[src/sv/dmacr_pkg.sv]
// ----------------------------------------------------------------------------
// dmacr_pkg
// Shared types, address constants and codes of the DMA register front end.
// ----------------------------------------------------------------------------
package dmacr_pkg;

  localparam int NUM_CHANNELS     = 10;
  localparam int REGS_PER_CHANNEL = 7;
  localparam int CHAN_REG_DEPTH   = NUM_CHANNELS * REGS_PER_CHANNEL;
  localparam int MEM_AW           = $clog2(CHAN_REG_DEPTH);
  localparam int MISC_DEPTH       = 5;

  localparam logic [31:0] ENABLE_RESET  = 32'h0000_1201;
  localparam logic [31:0] STATUS_ADDR   = 32'h1000_E010;
  localparam logic [31:0] ENABLE_ADDR_R = 32'h1000_F520;
  localparam logic [31:0] ENABLE_ADDR_W = 32'h1000_F590;
  localparam logic [19:0] CHAN_PAGE_LO  = 20'h10008;
  localparam logic [19:0] CHAN_PAGE_HI  = 20'h1000D;
  localparam logic [19:0] CTRL_PAGE     = 20'h1000E;
  localparam int          START_BIT     = 8;
  localparam int          MASK_LSB      = 16;

  typedef enum logic [1:0] {
    OP_READ   = 2'd0,
    OP_WRITE  = 2'd1,
    OP_DONE   = 2'd2,
    OP_IRQ_EN = 2'd3
  } op_t;

  // what a bus address resolves to
  typedef enum logic [2:0] {
    DK_NONE,
    DK_CLAIM_ONLY,
    DK_CHAN,
    DK_CTRL,
    DK_STATUS_WR,
    DK_ENABLE
  } kind_t;

  // control block word select
  localparam logic [2:0] SEL_CTRL   = 3'd0;
  localparam logic [2:0] SEL_STATUS = 3'd1;
  localparam logic [2:0] SEL_MISC0  = 3'd2;
  localparam logic [2:0] SEL_MISC1  = 3'd3;
  localparam logic [2:0] SEL_MISC2  = 3'd4;
  localparam logic [2:0] SEL_MISC3  = 3'd5;
  localparam logic [2:0] SEL_MISC4  = 3'd6;
  localparam logic [2:0] SEL_ENABLE = 3'd7;

  typedef struct packed {
    kind_t             kind;
    logic [MEM_AW-1:0] mem_idx;
    logic [2:0]        sel;
    logic [3:0]        chan;
    logic              slot0;
  } decode_t;

  typedef enum logic {
    ST_IDLE,
    ST_EXEC
  } state_t;

endpackage

[src/sv/dmacr_decode.sv]
// ----------------------------------------------------------------------------
// dmacr_decode
// Address decoder: channel block, register slot, control word, status write or enable word.
// ----------------------------------------------------------------------------
module dmacr_decode (
  input  logic [1:0]       op,
  input  logic [31:0]      bus_address,
  output dmacr_pkg::decode_t dec
);
  import dmacr_pkg::*;

  logic [19:0] page;
  logic [21:0] kpage;
  logic        hit;
  logic        big;
  logic [3:0]  chan;
  logic [11:0] off;
  logic [2:0]  slot;
  logic        slot_ok;
  logic        is_bus;

  assign page   = bus_address[31:12];
  assign kpage  = bus_address[31:10];
  assign is_bus = (op_t'(op) == OP_READ) || (op_t'(op) == OP_WRITE);

  always_comb begin
    hit  = 1'b1;
    big  = 1'b0;
    chan = 4'd0;
    unique case (kpage)
      22'h40020, 22'h40021, 22'h40022, 22'h40023: begin chan = 4'd0; big = 1'b1; end
      22'h40024, 22'h40025, 22'h40026, 22'h40027: begin chan = 4'd1; big = 1'b1; end
      22'h40028, 22'h40029, 22'h4002A, 22'h4002B: begin chan = 4'd2; big = 1'b1; end
      22'h4002C: chan = 4'd3;
      22'h4002D: chan = 4'd4;
      22'h40030: chan = 4'd5;
      22'h40031: chan = 4'd6;
      22'h40032: chan = 4'd7;
      22'h40034: chan = 4'd8;
      22'h40035: chan = 4'd9;
      default:   hit = 1'b0;
    endcase
  end

  assign off = big ? bus_address[11:0] : {2'b00, bus_address[9:0]};

  always_comb begin
    slot_ok = 1'b1;
    slot    = 3'd0;
    unique case (off)
      12'h000: slot = 3'd0;
      12'h010: slot = 3'd1;
      12'h020: slot = 3'd2;
      12'h030: slot = 3'd3;
      12'h040: slot = 3'd4;
      12'h050: slot = 3'd5;
      12'h080: slot = 3'd6;
      default: slot_ok = 1'b0;
    endcase
  end

  always_comb begin
    dec.kind    = DK_NONE;
    dec.chan    = chan;
    dec.slot0   = (slot == 3'd0);
    // c*7 + s
    dec.mem_idx = MEM_AW'({3'b000, chan, 3'b000} - {6'd0, chan}) + MEM_AW'(slot);
    dec.sel     = SEL_CTRL;
    if (is_bus) begin
      priority if (page >= CHAN_PAGE_LO && page <= CHAN_PAGE_HI) begin
        dec.kind = (hit && slot_ok) ? DK_CHAN : DK_CLAIM_ONLY;
      end else if (op_t'(op) == OP_WRITE && bus_address == STATUS_ADDR) begin
        dec.kind = DK_STATUS_WR;
      end else if (page == CTRL_PAGE) begin
        dec.kind = DK_CTRL;
        unique case (bus_address[11:0])
          12'h000: dec.sel = SEL_CTRL;
          12'h010: dec.sel = SEL_STATUS;
          12'h020: dec.sel = SEL_MISC0;
          12'h030: dec.sel = SEL_MISC1;
          12'h040: dec.sel = SEL_MISC2;
          12'h050: dec.sel = SEL_MISC3;
          12'h060: dec.sel = SEL_MISC4;
          default: dec.kind = DK_CLAIM_ONLY;
        endcase
      end else if (bus_address == ENABLE_ADDR_R || bus_address == ENABLE_ADDR_W) begin
        dec.kind = DK_ENABLE;
        dec.sel  = SEL_ENABLE;
      end else begin
        dec.kind = DK_NONE;
      end
    end
  end

endmodule

[src/sv/dmacr_chan_mem.sv]
// ----------------------------------------------------------------------------
// dmacr_chan_mem
// Channel register store with registered read; per-entry valid bits give the
// all-zero reset without a clearing pass.
// ----------------------------------------------------------------------------
module dmacr_chan_mem (
  input  logic                         clk,
  input  logic                         rst,
  input  logic                         rd_en,
  input  logic [dmacr_pkg::MEM_AW-1:0] rd_addr,
  output logic [31:0]                  rd_data,
  input  logic                         wr_en,
  input  logic [dmacr_pkg::MEM_AW-1:0] wr_addr,
  input  logic [31:0]                  wr_data
);
  import dmacr_pkg::*;

  logic [31:0]               mem [CHAN_REG_DEPTH];
  logic [CHAN_REG_DEPTH-1:0] valid;
  logic [31:0]               q;
  logic                      q_vld;

  always_ff @(posedge clk) begin
    if (wr_en) begin
      mem[wr_addr] <= wr_data;
    end
    if (rd_en) begin
      q <= mem[rd_addr];
    end
  end

  always_ff @(posedge clk) begin
    if (rst) begin
      valid <= '0;
      q_vld <= 1'b0;
    end else begin
      if (wr_en) begin
        valid[wr_addr] <= 1'b1;
      end
      if (rd_en) begin
        q_vld <= valid[rd_addr];
      end
    end
  end

  assign rd_data = q_vld ? q : 32'd0;

endmodule

[src/sv/dmacr_ctrl_regs.sv]
// ----------------------------------------------------------------------------
// dmacr_ctrl_regs
// Control, status, misc and enable words with event updates and irq gating.
// ----------------------------------------------------------------------------
module dmacr_ctrl_regs (
  input  logic               clk,
  input  logic               rst,
  input  logic               apply,
  input  logic [1:0]         op,
  input  dmacr_pkg::kind_t   kind,
  input  logic [2:0]         sel,
  input  logic [31:0]        write_data,
  input  logic [3:0]         chan_index,
  input  logic               enable_flag,
  output logic [31:0]        rd_val,
  output logic               irq_next
);
  import dmacr_pkg::*;

  logic [31:0] ctrl_word, ctrl_word_next;
  logic [31:0] status_word, status_word_next;
  logic [31:0] enable_word, enable_word_next;
  logic [31:0] misc [MISC_DEPTH];
  logic [31:0] misc_next [MISC_DEPTH];
  logic [2:0]  misc_idx;
  logic        chan_ok;
  logic [15:0] lo_n;

  assign misc_idx = sel - SEL_MISC0;
  assign chan_ok  = (chan_index < 4'(NUM_CHANNELS));

  always_comb begin
    ctrl_word_next   = ctrl_word;
    status_word_next = status_word;
    enable_word_next = enable_word;
    misc_next        = misc;
    if (apply) begin
      unique case (op_t'(op))
        OP_READ: ;
        OP_WRITE: begin
          unique case (kind)
            DK_STATUS_WR: begin
              // low half: write 1 to clear, high half: write 1 to toggle
              status_word_next[15:0]  = status_word[15:0] & ~write_data[15:0];
              status_word_next[31:16] = status_word[31:16] ^ write_data[31:16];
            end
            DK_CTRL: begin
              priority if (sel == SEL_CTRL) ctrl_word_next = write_data;
              else if (sel >= SEL_MISC0 && sel <= SEL_MISC4) misc_next[misc_idx] = write_data;
              else ;
            end
            DK_ENABLE: enable_word_next = write_data;
            default: ;
          endcase
        end
        OP_DONE: begin
          if (chan_ok) status_word_next = status_word | (32'd1 << chan_index);
        end
        OP_IRQ_EN: begin
          if (chan_ok) begin
            if (enable_flag)
              status_word_next = status_word | (32'd1 << (5'(chan_index) + 5'(MASK_LSB)));
            else
              status_word_next = status_word & ~(32'd1 << (5'(chan_index) + 5'(MASK_LSB)));
          end
        end
      endcase
    end
  end

  always_ff @(posedge clk) begin
    if (rst) begin
      ctrl_word   <= '0;
      status_word <= '0;
      enable_word <= ENABLE_RESET;
      for (int i = 0; i < MISC_DEPTH; i++) misc[i] <= '0;
    end else begin
      ctrl_word   <= ctrl_word_next;
      status_word <= status_word_next;
      enable_word <= enable_word_next;
      misc        <= misc_next;
    end
  end

  always_comb begin
    priority if (sel == SEL_CTRL) rd_val = ctrl_word;
    else if (sel == SEL_STATUS) rd_val = status_word;
    else if (sel == SEL_ENABLE) rd_val = enable_word;
    else if (sel >= SEL_MISC0 && sel <= SEL_MISC4) rd_val = misc[misc_idx];
    else rd_val = 32'd0;
  end

  assign lo_n     = status_word_next[15:0];
  assign irq_next = ctrl_word_next[0] && (enable_word_next[23:16] != 8'd1) &&
                    (((lo_n & status_word_next[31:16]) != 16'd0) || lo_n[15]);

endmodule

[src/sv/dmac_register_file_irq.sv]
// ----------------------------------------------------------------------------
// dmac_register_file_irq
// Register front end of a ten-channel DMA controller: address decode, channel
// register memory, control/status words and the interrupt output.
// ----------------------------------------------------------------------------
//  channel | handshake            | payload
//  in      | in_valid / in_ready  | op, bus_address, write_data, chan_index, enable_flag
//  out     | out_valid / out_ready| read_data, claimed, kick_request, kick_channel, irq_pending
//
// Each accepted item has its address decoded and its channel memory read into
// registers; in the execute state it writes back and loads the result register.
// A new item is accepted only after the last one has left the execute state.
// Reset (rst, synchronous) resets the state, out_valid and the control/status words and
// holds in_ready low; channel valid bits give zero.
// A held result stalls the execute step; in_ready drops until it completes.
// ----------------------------------------------------------------------------
module dmac_register_file_irq (
  input  logic        clk,
  input  logic        rst,
  input  logic        in_valid,
  output logic        in_ready,
  input  logic [1:0]  op,
  input  logic [31:0] bus_address,
  input  logic [31:0] write_data,
  input  logic [3:0]  chan_index,
  input  logic        enable_flag,
  output logic        out_valid,
  input  logic        out_ready,
  output logic [31:0] read_data,
  output logic        claimed,
  output logic        kick_request,
  output logic [3:0]  kick_channel,
  output logic        irq_pending
);
  import dmacr_pkg::*;

  state_t      state, state_next;
  decode_t     dec_in, dec;
  logic [1:0]  op_q;
  logic [31:0] data_q;
  logic [3:0]  chan_q;
  logic        en_q;
  logic        accept;
  logic        done;
  logic        is_wr;
  logic [31:0] mem_rd;
  logic [31:0] ctrl_rd;
  logic        irq_next;
  logic [31:0] rd_result;

  dmacr_decode u_decode (
    .op          (op),
    .bus_address (bus_address),
    .dec         (dec_in)
  );

  assign accept = in_valid && in_ready;
  assign is_wr  = (op_t'(op_q) == OP_WRITE);

  always_ff @(posedge clk) begin
    if (rst) begin
      state <= ST_IDLE;
    end else begin
      state <= state_next;
    end
  end

  always_comb begin
    state_next = state;
    in_ready   = 1'b0;
    done       = 1'b0;
    unique case (state)
      ST_IDLE: begin
        in_ready = !rst;
        if (in_valid) state_next = ST_EXEC;
      end
      ST_EXEC: begin
        done = !out_valid || out_ready;
        if (done) state_next = ST_IDLE;
      end
    endcase
  end

  always_ff @(posedge clk) begin
    if (accept) begin
      dec    <= dec_in;
      op_q   <= op;
      data_q <= write_data;
      chan_q <= chan_index;
      en_q   <= enable_flag;
    end
  end

  dmacr_chan_mem u_mem (
    .clk     (clk),
    .rst     (rst),
    .rd_en   (accept),
    .rd_addr (dec_in.mem_idx),
    .rd_data (mem_rd),
    .wr_en   (done && is_wr && dec.kind == DK_CHAN),
    .wr_addr (dec.mem_idx),
    .wr_data (data_q)
  );

  dmacr_ctrl_regs u_ctrl (
    .clk         (clk),
    .rst         (rst),
    .apply       (done),
    .op          (op_q),
    .kind        (dec.kind),
    .sel         (dec.sel),
    .write_data  (data_q),
    .chan_index  (chan_q),
    .enable_flag (en_q),
    .rd_val      (ctrl_rd),
    .irq_next    (irq_next)
  );

  always_comb begin
    rd_result = 32'd0;
    if (!is_wr) begin
      unique case (dec.kind)
        DK_CHAN:              rd_result = mem_rd;
        DK_CTRL, DK_ENABLE:   rd_result = ctrl_rd;
        default:              rd_result = 32'd0;
      endcase
    end
  end

  always_ff @(posedge clk) begin
    if (rst) begin
      out_valid <= 1'b0;
    end else if (done) begin
      out_valid <= 1'b1;
    end else if (out_ready) begin
      out_valid <= 1'b0;
    end
  end

  always_ff @(posedge clk) begin
    if (done) begin
      read_data    <= rd_result;
      claimed      <= (dec.kind != DK_NONE);
      kick_request <= is_wr && dec.kind == DK_CHAN && dec.slot0 && data_q[START_BIT];
      kick_channel <= (is_wr && dec.kind == DK_CHAN && dec.slot0 && data_q[START_BIT]) ?
                      dec.chan : 4'd0;
      irq_pending  <= irq_next;
    end
  end

endmodule
[config.mk]
export PLATFORM = sky130hd
export DESIGN_NAME = dmac_register_file_irq
export DESIGN_NICKNAME = d
export VERILOG_FILES = /design/src/sv/dmacr_pkg.sv /design/src/sv/dmacr_decode.sv /design/src/sv/dmacr_chan_mem.sv /design/src/sv/dmacr_ctrl_regs.sv /design/src/sv/dmac_register_file_irq.sv
export SDC_FILE = /design/constraint.sdc
export NUM_CORES = 2
export LEC_CHECK = 0
export BUFFER_PORTS_ARGS = -buffer_cell sky130_fd_sc_hd__buf_2
export CAP_MARGIN = 40
export CORE_UTILIZATION = 60
export CTS_BUF_LIST = sky130_fd_sc_hd__clkbuf_16
export CTS_CLUSTER_SIZE = 40
export DETAILED_ROUTE_END_ITERATION = 10
export GPL_ROUTABILITY_DRIVEN = 0
export GPL_TIMING_DRIVEN = 0
export PLACE_DENSITY = 0.76
export SYNTH_ARGS = -nofsm -noshare
export SYNTH_HDL_FRONTEND = slang
export SYNTH_SLANG_ARGS = --single-unit
[constraint.sdc]
create_clock -name clk -period 13.1 [get_ports clk]
set_input_delay 1.31 -clock clk [delete_from_list [all_inputs] [get_ports clk]]
set_output_delay 1.31 -clock clk [all_outputs]
set_load 0.05 [all_outputs]
==> results.yml <==
logic_synthesis:
  ys_warn_count: 0
  syn_nets: 5706
  netlist_top_cells_area: "edfxtp_1 (67%), mux4_2 (14%), dfxtp_1 (6.2%)"
  postSynthCellCount: 5622
  ys_ff_latch: 2697
  synth_largest_type_area_fraction_pct: 67.08
  avgSynthCellArea_sq_um: 18.86
  postSynth.asyncResetShare_pct: 0
  synth.distinct_cells: 86
  ys_seq_area_share_pct: 73.29
  synth.cell_area_sq_um: 106000
  synth.largest_area_cell: "edfxtp_1"
  synth_ff_type: "edfxtp_1"
  synth_edf_count: 2368
worst_setup_path:
  required_ns: 13.65
  cp.arrival_ns: 8.89
  regToRegSetupSlack_ns: 8.00
  path_cells: "buf_2 -> or4b_4 -> nor3_4 -> nand2_1 -> o31ai_1 -> nand2b_1 -> nand2b_1 -> ha_1 -> inv_1 -> fa_1 -> buf_2 -> buf_4 -> buf_2 -> buf_1 -> buf_8 -> mux4_2 -> a2111oi_0 -> buf_1 -> nor4_1 -> a211oi_1 -> o31ai_1"
  endpoint_kind: "flip-flop"
  crit_slowest_cell: "a211oi_1"
  start_kind: "input pin"
  r2r_cells: 7
  cp_max_fo: 10
  path_common_cell: "buf_2"
  r2r-end: "u_mem.mem[25][5]"
  path_class: "input pin to flip-flop"
  crit_path_max_incr_delay_ns: 0.90
  rr_startpoint: "op_q[1]"
detailed_routing:
  ant_nets: 0
  drc_errors: 0
  wire_per_inst_microns: 34.74
  drtPass1Iterations: 9
  num_vias: 61140
  totalWireLength_microns: 305100
  avgViaCountPerCell: 6.963
  drt_iter0_drc: 10050
grt:
  grt_use_total_pct: 34.23
  grt_pass1_wl_microns: 432400
  grt_antenna_before_repair: 10
  first_global_vias: 60950
  grt_overflow: 0
  grt_max_degree: 51
flow_run:
  cap_violations: 0
sta:
  finalMaxSlewViolations: 0
  fin_crit_ns: 8.331
  finalHoldViolations: 0
  tightest_slew_ns: 1.068
  setup_viol: 0
  fin_tns_setup_ns: 0
  fmax_mhz: 120.0
  rsz0062_at_grt: "no"
  slew_headroom_pct: 28.38
  fin_skew_ns: 0.04282
  fin_crit_sh_pct: 63.60
clock_tree:
  h-tree-depth: 5
  hold_buffers: 0
  cts_sinks: 2697
  cts-root-buf: "clkbuf_16"
  insertion_delay_ns: 0.92
  postCtsSetupBuffers: 0
  cts_tree: "yes"
  post_cts_resized: 0
  cts_max_path_buffers: 4
  cts_inserted_buffers: 279
  path_clk_slew_ns: 0.05
cells_and_area:
  fin_nets: 6352
  drive_gt1_share_pct: 25.45
  stdcell_count: 8781
  nFillCells: 10060
  area_growth_pct: 16.16
die:
  die_w_microns: 422.3
  core_sq_um: 174600
  dieArea_sq_um: 178400
  io_pins: 116
  rows: 153
  die_h_microns: 422.3
  initial_utilization_pct: 60.72
worst_hold_path:
  hp-class: "flip-flop to flip-flop"
  hold_end: "u_ctrl.enable_word[25]"
  whs_path_depth: 2
  hp-start: "u_ctrl.enable_word[25]"
power_and_ir_drop:
  p_per_area_nw_per_um2: 139.1
  leakagePower_nw: 40.66
  vdd_drop_max_uv: 122.0
place:
  numPortBuffers: 109
  placed_cells: 8300
  hpwl_microns: 201500
status:
  status: "complete, no violations"
[through the flow]
stage          setup slack (ns)  power, W  hold slack [ns]  instance area (sq um)  util (%)
5_1_grt                   4.941   0.01745           0.4728                 123100     70.53
6_report                  4.769   0.01713           0.4562                 123100     70.53
2_1_floorplan             7.251  0.009638           0.4290                 106000         -
3_3_place_gp              3.581  0.009769           0.4412                 109500     62.70
4_1_cts                   5.239   0.01713           0.4549                 123000     70.47
3_5_place_dp              4.353  0.009835           0.4465                 114600     65.66
[cell usage in the layout (no fill, tap or decap), drive strengths merged, types with 7 or more instances in the layout]
cell type,count
a2111oi,34
a211oi,68
a21oi,118
a221oi,100
a22oi,37
and2,8
and3,14
buf,539
bufinv,12
clkbuf,515
clkinv,76
dfxtp,329
edfxtp,2368
ha,8
inv,108
mux2i,239
mux4,658
nand2,269
nand2b,18
nand3,19
nand3b,8
nand4,10
nor2,456
nor2b,105
nor3,14
nor3b,9
nor4,40
nor4b,7
o211ai,68
o21ai,76
o31ai,35
xor2,7
[critical path, delay by kind of cell]
family                   cells  cell delay [ns]
adder cells (fa/ha/maj)      2             0.99
buffers and inverters        8             2.33
AND/OR/NAND/NOR              6             1.41
multiplexers                 1             0.30
AO/OA/AOI/OAI                4             2.46
[kinds of logic (layout without fill, tap and decap cells)]
| family | count (synthesis) | after routing | synth area share, % |
|---|---|---|---|
| adders and majority gates | 9 | 9 | 0.1133 |
| and+or+nand+nor | 995 | 995 | 4.276 |
| buffers and inverters | 422 | 1253 | 1.787 |
| AOI/OAI and AO/OA | 591 | 591 | 4.180 |
| xor gates and xnor gates | 7 | 7 | 0.07554 |
| DFF | 2697 | 2697 | 73.29 |
| muxes | 901 | 901 | 16.28 |
| other | 0 | 3 | 0 |
[registers in the layout (all words and copies together), names as in the netlist, 2 cells and up]
| register | cells |
|---|---|
| kick_channel | 4 |
| chan_q | 4 |
| u_ctrl.status_word | 32 |
| u_ctrl.enable_word | 32 |
| u_mem.valid | 70 |
| u_mem.mem | 2240 |
| op_q | 2 |
| data_q | 32 |
| dec | 18 |
| u_ctrl.ctrl_word | 32 |
| u_mem.q | 32 |
| u_ctrl.misc | 160 |
| read_data | 32 |
[report_power, final]
group          internal [W]  switching (W)
Clock               0.00426        0.00321
Combinational     0.0000946       0.000224
Sequential          0.00931      0.0000304
[Yosys cell counts, types with 32 or more instances]
library cell / count
dfxtp_1: 329
edfxtp_1: 2368
nand2_1: 268
a21oi_1: 118
a211oi_1: 59
a221oi_1: 79
clkbuf_1: 221
nor2b_1: 105
nor2_1: 455
o211ai_1: 67
mux2i_1: 239
buf_2: 122
nor4_1: 32
a2111oi_0: 33
a22oi_1: 37
mux4_2: 658
o21ai_0: 75
[routing by layer]
| layer | vias up | wire (microns) | global-route usage [%] |
|---|---|---|---|
| met4 | 6 | 21270 | 19.64 |
| met2 | 4840 | 145300 | 54.25 |
| li1 | 24080 | - | - |
| met3 | 1066 | 35240 | 8.719 |
| met5 | - | 40 | 0 |
| met1 | 31150 | 103300 | 43.31 |
[worst max-delay path by stage]
| stage | start | to | slack (ns) | depth (start not counted) |
|---|---|---|---|---|
| final | bus_address[25] | u_mem.q[0] | 4.77 | 21 |
| after detailed placement | bus_address[25] | u_mem.q[14] | 4.35 | 21 |
| after CTS | bus_address[25] | u_mem.q[15] | 5.24 | 20 |
| after floorplan | bus_address[25] | u_mem.q[23] | 7.25 | 17 |
| after global placement | bus_address[25] | u_mem.q[14] | 3.58 | 19 |
| after global routing | bus_address[25] | u_mem.q[0] | 4.94 | 21 |
[final cells by class]
| type | instances | area [sq um] | share of cell area [%] |
|---|---|---|---|
| antenna | 3 | 7.507 | 0.006097 |
| buffer | 395 | 1793 | 1.456 |
| clock buffer | 294 | 7357 | 5.975 |
| clock inverter | 172 | 1036 | 0.8413 |
| inverter | 27 | 101.3 | 0.08230 |
| multi-input combinational | 2503 | 26970 | 21.90 |
| sequential | 2697 | 77690 | 63.09 |
| tap | 2325 | 2909 | 2.362 |
| timing repair buffer | 365 | 5271 | 4.281 |
Power figures use the tool's default switching activity.
